## config.mk

```make
export PLATFORM = sky130hd
export DESIGN_NAME = grm_emit
export DESIGN_NICKNAME = d
export VERILOG_FILES = /design/src/rtl/grm_pkg.sv /design/src/rtl/grm_emit.sv
export SDC_FILE = /design/constraint.sdc
export NUM_CORES = 1
export LEC_CHECK = 0
export BUFFER_PORTS_ARGS = -buffer_cell sky130_fd_sc_hd__buf_2
export CAP_MARGIN = 20
export CORE_MARGIN = 2
export CORE_UTILIZATION = 40
export CTS_BUF_LIST = sky130_fd_sc_hd__clkbuf_2
export DETAILED_ROUTE_END_ITERATION = 8
export PLACE_DENSITY_LB_ADDON = 0.3
export SLEW_MARGIN = 10
export SYNTH_ARGS = -nofsm -noshare
export SYNTH_HDL_FRONTEND = slang
export SYNTH_SLANG_ARGS = --single-unit
```

## constraint.sdc

```tcl
create_clock -name clk -period 4.1 [get_ports clk]
set_input_delay 0 -clock clk [delete_from_list [all_inputs] [get_ports clk]]
set_output_delay 0 -clock clk [all_outputs]
set_load 0.02 [all_outputs]
```

## src/rtl/grm_pkg.sv

```systemverilog
// Shared types for the gradient/range mask block.
package grm_pkg;

  // Config register indexes on the cfg_ port.
  typedef enum logic [2:0] {
    CFG_GRAD_X  = 3'd0,
    CFG_GRAD_Y  = 3'd1,
    CFG_FLOOR   = 3'd2,
    CFG_CEILING = 3'd3,
    CFG_WIDTH   = 3'd4,
    CFG_HEIGHT  = 3'd5
  } cfg_reg_t;

  // Per-pixel position flags, computed when a pixel beat is taken.
  typedef struct packed {
    logic has_above;  // a row above exists, so its result is due now
    logic has_left;   // last row, not first column: left neighbor result is due
    logic last_col;
    logic last_row;
  } step_flags_t;

  // One result beat.
  typedef struct packed {
    logic [15:0] row;
    logic [11:0] col;
    logic        mask_bit;
    logic        frame_done;
  } result_t;

  localparam int unsigned SLOTS = 3;

endpackage

```

## src/rtl/grm_emit.sv

```systemverilog
// Mark evaluation, per-pixel result slots and the output register.
module grm_emit import grm_pkg::*; #(
  parameter int PIXEL_BITS = 16
) (
  input  logic                         clk,
  input  logic                         rst_n,
  input  logic                         a_valid,
  output logic                         a_move,
  input  step_flags_t                  a_flags,
  input  logic [15:0]                  a_row,
  input  logic [11:0]                  a_col,
  input  logic signed [PIXEL_BITS-1:0] a_pixel,
  input  logic signed [PIXEL_BITS-1:0] a_prev,
  input  logic signed [PIXEL_BITS-1:0] above,
  input  logic signed [PIXEL_BITS-1:0] above_right,
  input  logic [15:0]                  grad_limit_x,
  input  logic [15:0]                  grad_limit_y,
  input  logic signed [15:0]           value_floor,
  input  logic signed [15:0]           value_ceiling,
  output logic                         out_valid,
  input  logic                         out_stall,
  output logic [15:0]                  out_row,
  output logic [11:0]                  out_col,
  output logic                         out_mask_bit,
  output logic                         out_frame_done
);

  localparam int CMP_W = (PIXEL_BITS > 16) ? PIXEL_BITS : 16;

  function automatic logic [CMP_W-1:0] grad_mag(
    input logic signed [PIXEL_BITS-1:0] a,
    input logic signed [PIXEL_BITS-1:0] b
  );
    logic [PIXEL_BITS:0] d;
    logic [PIXEL_BITS:0] m;
    d = {a[PIXEL_BITS-1], a} - {b[PIXEL_BITS-1], b};
    m = d[PIXEL_BITS] ? (~d + 1'b1) : d;
    return CMP_W'(m[PIXEL_BITS-1:0]);
  endfunction

  function automatic logic out_of_range(input logic signed [PIXEL_BITS-1:0] v,
                                        input logic signed [15:0] lo,
                                        input logic signed [15:0] hi);
    logic signed [CMP_W-1:0] vx;
    logic signed [CMP_W-1:0] lx;
    logic signed [CMP_W-1:0] hx;
    vx = CMP_W'(v);
    lx = CMP_W'(lo);
    hx = CMP_W'(hi);
    return (vx < lx) || (vx > hx);
  endfunction

  result_t           slot_r [SLOTS];
  logic [SLOTS-1:0]  vld_r;
  result_t           out_r;
  logic              out_valid_r;

  logic [CMP_W-1:0]  lim_x;
  logic [CMP_W-1:0]  lim_y;
  logic              mk_up;
  logic              mk_left;
  logic              mk_self;
  logic              out_load;
  logic [SLOTS-1:0]  pick;
  logic              pop;
  logic              slots_free;
  result_t           pick_res;
  logic [SLOTS-1:0]  new_vld;

  assign lim_x = CMP_W'(grad_limit_x);
  assign lim_y = CMP_W'(grad_limit_y);

  // up: row above at this column; left: this row, column to the left
  assign mk_up   = (!a_flags.last_col && (grad_mag(above_right, above) > lim_x))
                || (grad_mag(a_pixel, above) > lim_y)
                || out_of_range(above, value_floor, value_ceiling);
  assign mk_left = (grad_mag(a_pixel, a_prev) > lim_x)
                || out_of_range(a_prev, value_floor, value_ceiling);
  assign mk_self = out_of_range(a_pixel, value_floor, value_ceiling);

  assign new_vld = {a_flags.last_row && a_flags.last_col, a_flags.has_left,
                    a_flags.has_above};

  assign out_load   = !out_valid_r || !out_stall;
  assign pick       = vld_r & (~vld_r + 1'b1);
  assign pop        = out_load && (vld_r != '0);
  // slots drain this cycle if empty or only one beat left and it leaves now
  assign slots_free = (vld_r == '0) || (pop && ((vld_r & (vld_r - 1'b1)) == '0));
  assign a_move     = a_valid && slots_free;

  always_comb begin
    pick_res = slot_r[0];
    if (pick[1]) pick_res = slot_r[1];
    if (pick[2]) pick_res = slot_r[2];
  end

  always_ff @(posedge clk) begin
    if (!rst_n) begin
      vld_r       <= '0;
      out_valid_r <= 1'b0;
    end else begin
      if (a_move) begin
        vld_r <= new_vld;
      end else if (pop) begin
        vld_r <= vld_r & ~pick;
      end
      if (out_load) begin
        out_valid_r <= (vld_r != '0);
      end
    end
    if (a_move) begin
      slot_r[0] <= '{row: a_row - 16'd1, col: a_col, mask_bit: mk_up, frame_done: 1'b0};
      slot_r[1] <= '{row: a_row, col: a_col - 12'd1, mask_bit: mk_left, frame_done: 1'b0};
      slot_r[2] <= '{row: a_row, col: a_col, mask_bit: mk_self, frame_done: 1'b1};
    end
    if (pop) begin
      out_r <= pick_res;
    end
  end

  assign out_valid      = out_valid_r;
  assign out_row        = out_r.row;
  assign out_col        = out_r.col;
  assign out_mask_bit   = out_r.mask_bit;
  assign out_frame_done = out_r.frame_done;

endmodule

```

# == Yosys cells after proc, flatten, opt, wreduce, memory -nomap -nowiden ==
# Memory sizes are Yosys's and may differ from the RTL's.
# Cells that the tools add are included.
# word_totals
ramBits,90
mem_bits_ro,0
out_inout_bits,32
regBits,34
word_cells,63
in_bits,164
n_memories,1
latchBits,0
# classes
mux,9
eq_ne,0
order_cmp,9
reduce_logical,20
bitwise,8
n_addsub,10
mul,0
div_mod_pow,0
shifts,0
# mem_list
memory,words,width,read_ports,rd_ports_with_merged_regs,write_ports,line,source
slot_r,3,30,3,0,3,grm_emit.sv:53,result_t slot_r [SLOTS];
# op_table
cell,n
$gt 16x16->1,6
$mux 30,2
$sub 16x16->17,3
$add 16x1->16 const B,3
$lt 16x16->1,3
$mux 16,3
$not 16->16,3
$sub 16x1->16 const B,1
$sub 12x1->12 const B,1
$and 3x3->3,3
$logic_or 1x1->1,8
$logic_not 3->1,2
$mux 3,2
$not 3->3,2
$logic_and 1x1->1,5
$add 3x1->3 const B,1
$logic_not 1->1,3
$reduce_bool 3->1,1
$sub 3x1->3 const B,1
$mux 1,2
$reduce_bool 2->1,1

# == Depth between registers and ports, before layout ==
# Gate-level depths: netlist of run 1.
# logic_depth
depth_word,8
mapped_depth,23
ltp_nobuf,22

# == Worst setup path after synthesis of run 1 ==
# OpenSTA, ideal clock, no wires.
# synth_path
path_type,input-to-reg
startpoint,input a_pixel[0]
endpoint,"memory slot_r[0][31] (netlist name), data pin"
required_ns,3.839
arrival_ns,4.168
setup_slack_ns,-0.329
path_stages,23
n_path_buf,1
setup_ns,0.261
cell_sequence,inv_1 ha_1 inv_1 fa_1 a211oi_1 o21ai_0 a2111oi_2 o31ai_1 o31ai_2 mux2i_1 buf_2 nand2_1 o21ai_0 ha_1 nor2b_1 o21a_1 o21a_1 o21a_1 o21a_1 o211ai_1 a211o_1 o211ai_1 a221o_1
# synth_lines
element,line,source
start: declaration,grm_emit.sv:12,"input logic signed [PIXEL_BITS-1:0] a_pixel,"
end: declaration,grm_emit.sv:53,

==> results of run 1 <==
==> worst register-to-register path, stage by stage, from the launching register on <==
cell	delay, ns
dfxtp_1	0.43
a21oi_1	0.21
a21oi_1	0.07
o22ai_1	0.12
and2_2	0.69
nand2_1	0.13
a21boi_0	0.21
dlygate4sd3_1	0.57
==> layer usage <==
metal / up-vias / track usage / part of all wire
met5: - / 0 / 0
met4: 0 / 0.0561 / 0.021
met3: 38 / 0.0160 / 0.044
met2: 279 / 0.402 / 0.49
met1: 4539 / 0.275 / 0.44
li1: 4936 / - / -
==> power breakdown <==
group	internal [mW]	switching [mW]	total, mW
logic	0.939	0.995	1.93
registers	1.12	0.0193	1.14
clock network	0.0858	0.290	0.376
==> metrics by stage <==
stage                     std cells  power (mW)  utilization
after floorplan                1126        2.31            -
after global placement         1795        2.98        0.510
after detailed placement       1795        3.03        0.510
after CTS                      1846        3.43        0.528
after global routing           1846        3.74        0.531
final                          1846        3.45        0.531
==> cells in the mapped netlist (all sizes together) (14+ instances only) <==
cell,number
xnor2,53
mux2,32
nor2,66
inv,120
nor2b,24
a21oi,79
nor4,14
ha,194
o21ai,65
nand2b,20
edfxtp,89
xor2,39
o21a,16
nor3,18
a21o,44
nand2,55
nand4,33
==> layout make-up <==
type / instances / area share
Multi-Input combinational cell: 902 / 0.539
Timing Repair Buffer: 385 / 0.185
Clock inverter: 5 / 0.00270
Inverter: 120 / 0.0338
Tap cell: 330 / 0.0307
Sequential cell: 93 / 0.205
Clock buffer: 11 / 0.00409
==> cell families (layout without fill, tap and decap cells) <==
logic type	Yosys count	in the layout	synth area share
xor gates and xnor gates	92	92	0.0783
AOI/OAI and AO/OA	280	280	0.176
adders and majority gates	197	197	0.239
DFF	93	93	0.265
and+or+nand+nor	297	297	0.154
muxes	36	36	0.0385
buffers and inverters	131	521	0.0478
==> how the worst max path moves through the flow <==
stage / from / to / slack, ns / cells past startpoint
global placement: a_pixel[0] / slot_r[0][31] / -0.48 / 23
finish: a_pixel[0] / slot_r[0][1] / 0.12 / 21
floorplan: a_pixel[0] / slot_r[0][31] / -0.21 / 23
CTS: a_pixel[0] / slot_r[0][31] / 0.02 / 23
detailed placement: a_pixel[0] / slot_r[0][31] / -0.60 / 22
global route: a_pixel[0] / slot_r[0][31] / -0.02 / 22
==> timing repair <==
action	4_1_cts	5_1_grt
setup buffers	0	0
endpoints found under the hold margin	72	0
resized for setup	0	20
endpoints found under the setup margin	0	2
hold buffers	35	0
==> cells in the final DEF, fill, tap and decap left out, drive strengths merged, types with 5 or more instances in the layout <==
cell type,instances
a211oi,12
a21o,44
a21oi,79
and2,7
and4,5
buf,350
clkbuf,11
dlygate4sd3,35
edfxtp,89
ha,194
inv,121
mux2,32
nand2,55
nand2b,20
nand3,11
nand4,33
nor2,66
nor2b,24
nor3,18
nor4,14
o211ai,11
o21a,16
o21ai,65
o22ai,6
o31ai,8
or2,7
or3,5
or4,11
xnor2,53
xor2,39
==> sequential cells by signal, summed over array words and instances, names as in the netlist <==
register        cells
out_col            12
out_frame_done      1
out_mask_bit        1
out_row            16
out_valid           1
slot_r             59
vld_r               3
==> metrics.md, run 1 <==
| Metric | Value |
|---|---|
| Status | `finished clean` |
| Clk_lat worst skew | `0.53 ns` |
| Via Count | `9,792` |
| WS Path Type | `input pin to flip-flop` |
| Hold_ws | `0.111 ns` |
| Pins Over Slew Limit | `0` |
| Area growth, synth to finish | `29.5%` |
| Hold-critical path endpoint | `slot_r[0][1]` |
| Post-synthesis register bit count | `93` |
| Worst Tran Pin Value | `0.796 ns` |
| Detailed Route WL | `29,900 um` |
| Clk root buf | `clkbuf_2` |
| Crit Path Max Fanout | `3` |
| Clk sink count | `93` |
| Reg2Reg Setup Slack | `1.65 ns` |
| Die Y | `165 um` |
| Max Buffers Root-to-Sink | `2` |
| Crit end category | `flip-flop` |
| Port Buffers | `195` |
| Layout cells sized above 1 | `0.290` |
| # setup viols final | `0` |
| All-Layer GR Usage | `0.218` |
| Global-route wire length before repair | `46,900 um` |
| FF-to-FF path depth | `7` |
| DR DRC count | `0` |
| CP Data Arrival Time | `4.23 ns` |
| Tmin final | `3.98 ns` |
| Initial Utilization | `0.410` |
| Die area | `27,300 um^2` |
| WP buf/inv | `4` |
| Synth unique cells | `79` |
| Row cnt | `58` |
| Antenna Violating Nets Remaining | `0` |
| Area of the multi-input gates | `7250 um^2` |
| First-iteration detailed-routing DRC count | `660` |
| CP Launch Type | `input pin` |
| Synth area leaders | `edfxtp_1 26%, ha_1 23%, xnor2_1 4.5%` |
| Area leader, netlist | `edfxtp_1` |
| Setup Skew | `0.0301 ns` |
| Synth top area share | `0.257` |
| Leakage | `6.47 nW` |
| # fillers | `2,331` |
| # H-tree levels | `3` |
| Hold Crit Start | `a_flags[1]` |
| Core Footprint | `25,300 um^2` |
| Dpl cell area | `12,900 um^2` |
| FF+latch area | `2750 um^2` |
| CTS tree | `yes` |
| DPL Wire Length | `25,500 um` |
| Reg-to-reg startpoint | `vld_r[0]` |
| Initial antenna violation count | `0` |
| Slew headroom | `0.470` |
| CP Data Required Time | `4.35 ns` |
| Syn Nets | `1,487` |
| Num CTS Buffers | `9` |
| Pin count of the biggest net entering global routing | `36` |
| Syn. warnings | `0` |
| Fin. Hold Viols | `0` |
| Routed vias/inst | `5.30` |
| Cells on Worst Hold Path | `4` |
| Avg Synthesized Cell Area | `9.23 um^2` |
| Clock-pin slew on the worst setup and hold paths | `0.20 ns` |
| Vias in the first global route | `9,543` |
| Synth Instances | `1,126` |
| HP Class | `input pin to flip-flop` |
| CP top delay family | `simple AND/OR/NAND/NOR gates` |
| Worst-path cell chain | `buf_2, inv_6, buf_4, ha_1, fa_1, nand2b_1, a211oi_2, nor2b_1, xnor2_1, and3b_2, buf_4, nand4_1, or4_1, o21ai_1, xnor2_1, ha_1, nand4_1, or2_2, or3_1, o21ai_1, nand4_1` |
| # IOs | `196` |
| Pwr Density | `257 nW/um^2` |
| NumNets Final | `1,872` |
| CP max-delay cell | `or4_1` |
| Fin worst setup slack | `0.124 ns` |
| Congestion Overflow GR | `0` |
| Ant diodes | `0` |
| Maximum vdd drop | `0.000203 V` |
| Avg WL per Cell | `16.2 um` |
| Top_reg_cell synth | `edfxtp_1` |
| TritonRoute pass-1 iters | `6` |
| Fmax | `252 MHz` |
| Sequential area share after synthesis | `0.265` |
| Placer Congestion | `0.965` |
| Crit share post-route | `0.970` |
| Final instance area | `13,500 um^2` |
| Dpl ws | `-0.595 ns` |
| Fraction of registers with async set/reset | `0` |
| Worst r2r dst | `vld_r[0]` |
| Width of the die | `165 um` |
| Setup TNS | `0 ns` |
| EDFF count, synth | `89` |
| Cell mode on critical path | `nand4_1` |
| Largest stage delay, worst path | `0.54 ns` |
| Max-cap violations | `0` |
| Mapped cell area | `10,400 um^2` |
No activity file was read; power rests on OpenSTA's default activity.
==> inputs of run 2 (changes only) <==
CORE_MARGIN = 4   (was 2)
CTS_BUF_LIST = sky130_fd_sc_hd__clkbuf_4 sky130_fd_sc_hd__clkbuf_8   (was sky130_fd_sc_hd__clkbuf_2)
==> metrics.md, run 2 (same netlist as run 1, synthesis figures left out) <==
| Metric | Value |
|---|---|
| RSZ-0062 raised after global routing | `true` |
| Clk sink count | `93 (unchanged)` |
| Largest stage delay, worst path | `0.43 ns (-0.11 ns)` |
| Pwr Density | `273 nW/um^2 (+6.4%)` |
| # setup viols final | `1 (+1)` |
| Slew headroom | `0.541 (+0.0711)` |
| Fmax | `243 MHz (-3.3%)` |
| Crit Path Max Fanout | `3 (unchanged)` |
| Crit end category | `flip-flop` |
| Area growth, synth to finish | `30.7%` |
| Placer Congestion | `0.971 (+0.62%)` |
| CP top delay family | `compound AO/OA/AOI/OAI gates` |
| Ant diodes | `0 (unchanged)` |
| Die area | `28,600 um^2 (+4.9%)` |
| Clock-pin slew on the worst setup and hold paths | `0.09 ns (-0.11 ns)` |
| All-Layer GR Usage | `0.203 (-0.0154)` |
| Pin count of the biggest net entering global routing | `36 (unchanged)` |
| Detailed Route WL | `30,300 um (+1.3%)` |
| Clock Power Share | `0.172 (+0.063)` |
| TritonRoute pass-1 iters | `5 (-1)` |
| Port Buffers | `195 (unchanged)` |
| Largest Register | `slot_r` |
| Placed cells | `1,794 (-0.056%)` |
| Tmin final | `4.11 ns (+0.135 ns)` |
| Internal | `2.36 mW (+9.9%)` |
| Avg WL per Cell | `16.4 um (+1.4%)` |
| Num CTS Buffers | `9 (unchanged)` |
| Clk root buf | `clkbuf_8` |
| Finished Layout Cells | `1,845 (-0.054%)` |
| # H-tree levels | `3 (unchanged)` |
| Setup Skew | `0.0110 ns (-0.0191 ns)` |
| Width of the die | `169 um (+2.4%)` |
| Pins Over Slew Limit | `0 (unchanged)` |
| Layout cells sized above 1 | `0.290 (+0.000851)` |
| Dpl cell area | `12,900 um^2 (about the same)` |
| Final instance area | `13,600 um^2 (+0.90%)` |
| CTS tree | `yes` |
| CP max-delay cell | `fa_2` |
| Routed vias/inst | `5.32 (+0.24%)` |
| Core Footprint | `25,400 um^2 (+0.29%)` |
| Worst-path cell chain | `buf_8, inv_8, ha_4, inv_2, fa_2, a211oi_4, o21ai_2, a2111oi_4, o31ai_2, o31ai_2, mux2i_1, nand2_1, o21ai_1, ha_1, nor2b_1, o21a_1, o21a_1, o21a_1, o21a_1, o211ai_1, a211o_1, o211ai_1, a221o_1` |
| Crit share post-route | `1.00 (+0.0330)` |
| Via Count | `9,810 (+0.18%)` |
| Global-route wire length before repair | `46,900 um (+0.18%)` |
| WP buf/inv | `3 (-1)` |
| Worst Tran Pin Value | `0.689 ns (-0.107 ns)` |
| Initial antenna violation count | `0 (unchanged)` |
| Max FFs per register | `59 (unchanged)` |
| DR DRC count | `0 (unchanged)` |
| Failing checks | `setup timing` |
| NumNets Final | `1,871 (-0.053%)` |
| Die Y | `169 um (+2.4%)` |
| Cell mode on critical path | `o21a_1` |
| Max Buffers Root-to-Sink | `2 (unchanged)` |
| CP Data Required Time | `4.19 ns (-0.16 ns)` |
| Vias in the first global route | `9,559 (+0.17%)` |
| Reg power frac | `0.308 (-0.023)` |
| Comb pwr share | `0.520 (-0.040)` |
| DPL Wire Length | `25,700 um (+0.81%)` |
| Antenna Violating Nets Remaining | `0 (unchanged)` |
| First-iteration detailed-routing DRC count | `673 (+2.0%)` |
| Status | `finished, violations left` |
| Leakage | `6.53 nW (+0.99%)` |
| Congestion Overflow GR | `0 (unchanged)` |
| CP Data Arrival Time | `4.20 ns (-0.03 ns)` |
| CP Launch Type | `input pin` |
| # IOs | `196 (unchanged)` |
| Switch share | `0.363 (-0.0148)` |
| Maximum vdd drop | `0.000217 V (+7.1%)` |
| Fin. Hold Viols | `0 (unchanged)` |
| WS Path Type | `input pin to flip-flop` |
| HP Class | `input pin to flip-flop` |
| Max-cap violations | `0 (unchanged)` |
| Initial Utilization | `0.409 (-0.00117)` |
| Clk_lat worst skew | `0.35 ns (-0.18 ns)` |
| Most frequent cells in the layout | `193 x ha_1, 193 x buf_2, 157 x buf_4` |
| Row cnt | `58 (unchanged)` |
| Net switching power | `1.34 mW (+3.1%)` |
| Fin worst setup slack | `-0.0107 ns (-0.135 ns)` |
-- run 2: path summary, 6_finish.rpt --
| path | from | to | slack (ns) | depth (start not counted) |
|---|---|---|---|---|
| min | a_flags[0] | vld_r[2] | 0.04 | 5 |
| max | a_pixel[0] | slot_r[0][31] | -0.01 | 23 |
| max reg2reg | vld_r[0] | vld_r[0] | 1.83 | 7 |
| min reg2reg | slot_r[0][22] | out_row[8] | 0.55 | 1 |
-- run 2: layer usage --
metal / vias up / global-route usage / share of wire
li1: 4939 / - / -
met1: 4558 / 0.270 / 0.45
met2: 279 / 0.356 / 0.48
met3: 34 / 0.0175 / 0.050
met4: 0 / 0.0518 / 0.020
met5: - / 0 / 0
-- run 2: area by class of cell --
cell class	count	area, um^2
Sequential cell	93	2750
Clock inverter	7	87.6
Multi-Input combinational cell	902	7240
Tap cell	330	413
Inverter	120	458
Timing Repair Buffer	384	2500
Fill cell	2296	11800
Clock buffer	9	124
-- run 2: worst reg2reg max path: cells and delay by family, from the launching register on --
kind | cells | cell delay [ns]
AOI/OAI and AO/OA | 4 | 0.56
buffers and inverters | 1 | 0.51
DFF | 1 | 0.38
and+or+nand+nor | 2 | 0.73
-- run 2: timing repair --
item,CTS,global route
setup endpoints to repair,2,2
setup buffers,1,2
hold buffers,32,0
endpoints found under the hold margin,53,0
gates resized for setup,12,11
pin swaps,12,6
gates cloned,0,0
-- run 2: stage by stage --
step	TNS, ns	hold slack, ns	power, mW	utilization	worst slack [ns]
2_1_floorplan	-0.213	0.0989	2.31	-	-0.213
5_1_grt	-0.288	0.0340	3.99	0.535	-0.153
3_3_place_gp	-1.02	0.210	2.98	0.509	-0.558
6_report	-0.0107	0.0420	3.70	0.535	-0.0107
4_1_cts	0	0.0214	3.71	0.533	0.0115
3_5_place_dp	-1.22	0.206	3.02	0.509	-0.679
-- run 2: power by group through the flow --
stage	Sequential [mW]	Combinational [mW]	Clock, mW
finish	1.14	1.93	0.637
global route	1.15	2.14	0.698
CTS	1.14	1.91	0.655
detailed placement	1.16	1.86	0
global placement	1.16	1.82	0
floorplan	1.19	1.12	0
==> inputs of run 3 (changes only) <==
BUFFER_PORTS_ARGS = -buffer_cell sky130_fd_sc_hd__buf_4   (was -buffer_cell sky130_fd_sc_hd__buf_2)
clock period = 4.27 ns   (was 4.1 ns; I/O delays follow)
==> metrics.md, run 3 (same netlist as run 1, synthesis figures left out) <==
| Metric | Value |
|---|---|
| HP Class | `input pin to flip-flop` |
| Pwr Density | `259 nW/um^2 (-5.0%)` |
| WP buf/inv | `4 (+1)` |
| Initial antenna violation count | `0 (unchanged)` |
| CTS tree | `yes` |
| CP top delay family | `compound AO/OA/AOI/OAI gates` |
| Congestion Overflow GR | `0 (unchanged)` |
| Switch share | `0.361 (-0.00173)` |
| Slew headroom | `0.362 (-0.178)` |
| Routed vias/inst | `5.33 (+0.24%)` |
| FF-to-FF path depth | `7 (unchanged)` |
| Final Total Pwr | `3.52 mW (-5.0%)` |
| Tmin final | `4.05 ns` |
| Status | `finished clean` |
| Reg power frac | `0.312 (+0.004)` |
| Placer Congestion | `0.986 (+1.5%)` |
| Via Count | `9,487 (-3.3%)` |
| Largest Register | `slot_r` |
| Worst-path cell chain | `buf_4, inv_6, ha_4, inv_2, fa_2, a211oi_4, o21ai_2, a2111oi_4, o31ai_2, o31ai_2, buf_4, mux2i_4, nand2_1, o21ai_1, ha_1, nor2b_1, o21a_1, o21a_1, o21a_1, o21a_1, o211ai_1, a211o_1, o211ai_1, a221o_1` |
| Core Footprint | `25,400 um^2 (unchanged)` |
| Cell mode on critical path | `o21a_1` |
| Fmax | `247 MHz` |
| Die Y | `169 um (unchanged)` |
| WS Path Type | `input pin to flip-flop` |
| Max Buffers Root-to-Sink | `2 (unchanged)` |
| Leakage | `6.38 nW (-2.4%)` |
| Largest stage delay, worst path | `0.37 ns (-0.06 ns)` |
| Crit end category | `flip-flop` |
| Row cnt | `58 (unchanged)` |
| Fin util | `0.534 (about the same)` |
| Clk_lat worst skew | `0.36 ns (about the same)` |
| First-iteration detailed-routing DRC count | `625 (-7.1%)` |
| Clk root buf | `clkbuf_8` |
| CP Data Arrival Time | `4.15 ns (-0.05 ns)` |
| Max-cap violations | `0 (unchanged)` |
| Clk sink count | `93 (unchanged)` |
| # H-tree levels | `3 (unchanged)` |
| Pin count of the biggest net entering global routing | `42 (+17%)` |
| CP Data Required Time | `4.38 ns (+0.19 ns)` |
| Max FFs per register | `59 (unchanged)` |
| Net switching power | `1.27 mW (-5.5%)` |
| Width of the die | `169 um (unchanged)` |
| Initial Utilization | `0.409 (unchanged)` |
| Clock-pin slew on the worst setup and hold paths | `0.09 ns (about the same)` |
| Layout cells sized above 1 | `0.261 (-0.0290)` |
| Num CTS Buffers | `9 (unchanged)` |
| Ant diodes | `0 (unchanged)` |
| DR DRC count | `0 (unchanged)` |
| Most common cell after layout, fill and taps aside | `buf_4` |
| All-Layer GR Usage | `0.204 (+0.00141)` |
| Die area | `28,600 um^2 (unchanged)` |
| Fin. Hold Viols | `0 (unchanged)` |
| Pins Over Slew Limit | `0 (unchanged)` |
| Internal | `2.25 mW (-4.7%)` |
| Most frequent cells in the layout | `286 x buf_4, 193 x ha_1, 117 x inv_1` |
| Comb pwr share | `0.518 (-0.002)` |
| Worst Tran Pin Value | `0.957 ns (+0.268 ns)` |
| TritonRoute pass-1 iters | `5 (unchanged)` |
| Cells on Worst Hold Path | `5 (unchanged)` |
| CP Launch Type | `input pin` |
| # setup viols final | `0 (-1)` |
| Global-route wire length before repair | `46,900 um (-0.10%)` |
| Avg WL per Cell | `17.0 um (+3.6%)` |
| WP depth | `24 (+4.3%)` |
| Vias in the first global route | `9,291 (-2.8%)` |
| Crit Path Max Fanout | `4 (+1)` |
| NumNets Final | `1,806 (-3.5%)` |
| Detailed Route WL | `30,300 um (about the same)` |
| Maximum vdd drop | `0.000228 V (+5.1%)` |
| Crit share post-route | `0.947` |
| RSZ-0062 raised after global routing | `false` |
| Reg2Reg Setup Slack | `1.83 ns (about the same)` |
| Setup TNS | `0 ns (+0.0107 ns)` |
| DPL Wire Length | `25,700 um (about the same)` |
| Clock Power Share | `0.170 (-0.002)` |
| # IOs | `196 (unchanged)` |
| Antenna Violating Nets Remaining | `0 (unchanged)` |
| CP max-delay cell | `fa_2` |
| Area growth, synth to finish | `30.7% (about the same)` |
| Port Buffers | `195 (unchanged)` |
| Setup Skew | `0.00720 ns (-0.00382 ns)` |
| Hold_ws | `0.0784 ns (+0.0365 ns)` |
run 3: changes by cell type in the layout (fill, tap and decap cells not counted), sizes merged:
cell / delta
dlygate4sd3: +1
buf: -66
run 3: area by class of cell:
| type | instances | area [um^2] |
|---|---|---|
| clock buffers | 9 | 124 |
| clock inverters | 7 | 77.6 |
| fillers | 2309 | 11800 |
| inverters | 120 | 455 |
| multi-input cells | 902 | 7270 |
| flip-flops and latches | 93 | 2750 |
| well taps | 330 | 413 |
| repair buffers | 319 | 2480 |
run 3: worst register-to-register path: cells and delay by family (launching register included):
family | cells | cell delay, ns
buffers and inverters | 1 | 0.56
flip-flops | 1 | 0.38
AO/OA/AOI/OAI | 4 | 0.53
AND/OR/NAND/NOR | 2 | 0.91
run 3: power groups by stage:
| stage | sequential, mW | clock, mW | combinational (mW) |
|---|---|---|---|
| 3_3_place_gp | 1.12 | 0 | 1.72 |
| 4_1_cts | 1.10 | 0.612 | 1.79 |
| 3_5_place_dp | 1.12 | 0 | 1.76 |
| 5_1_grt | 1.10 | 0.651 | 2.03 |
| 2_1_floorplan | 1.14 | 0 | 1.07 |
| 6_report | 1.10 | 0.597 | 1.82 |
run 3: what timing repair did:
action                                 4_1_cts  5_1_grt
gates resized for setup                      1       20
setup endpoints to repair                    1        2
pin swaps                                    0        8
endpoints found under the hold margin       58        0
buffers inserted                             0        2
hold buffers                                33        0
run 3: final timing paths:
path,start,to
setup / recovery,a_pixel[0],slot_r[0][31]
hold / removal,a_valid,vld_r[2]
setup reg to reg,vld_r[0],vld_r[0]
hold reg to reg,slot_r[0][43],out_col[11]
run 3: metal layers:
| layer | track usage | part of all wire | routed length [um] | vias to the layer above |
|---|---|---|---|---|
| met1 | 0.269 | 0.45 | 13500 | 4375 |
| met3 | 0.0179 | 0.053 | 1600 | 43 |
| met5 | 0 | 0 | 0 | - |
| li1 | - | - | - | 4802 |
| met2 | 0.359 | 0.48 | 14500 | 267 |
| met4 | 0.0560 | 0.022 | 669 | 0 |
run 3: metrics by stage:
stage          cells  cell area, um^2  setup WS, ns
4_1_cts         1778            13500       0.00184
3_3_place_gp    1729            12900        -0.299
2_1_floorplan   1126            10400       -0.0427
5_1_grt         1780            13600        0.0185
6_report        1780            13600         0.225
3_5_place_dp    1729            12900        -0.380
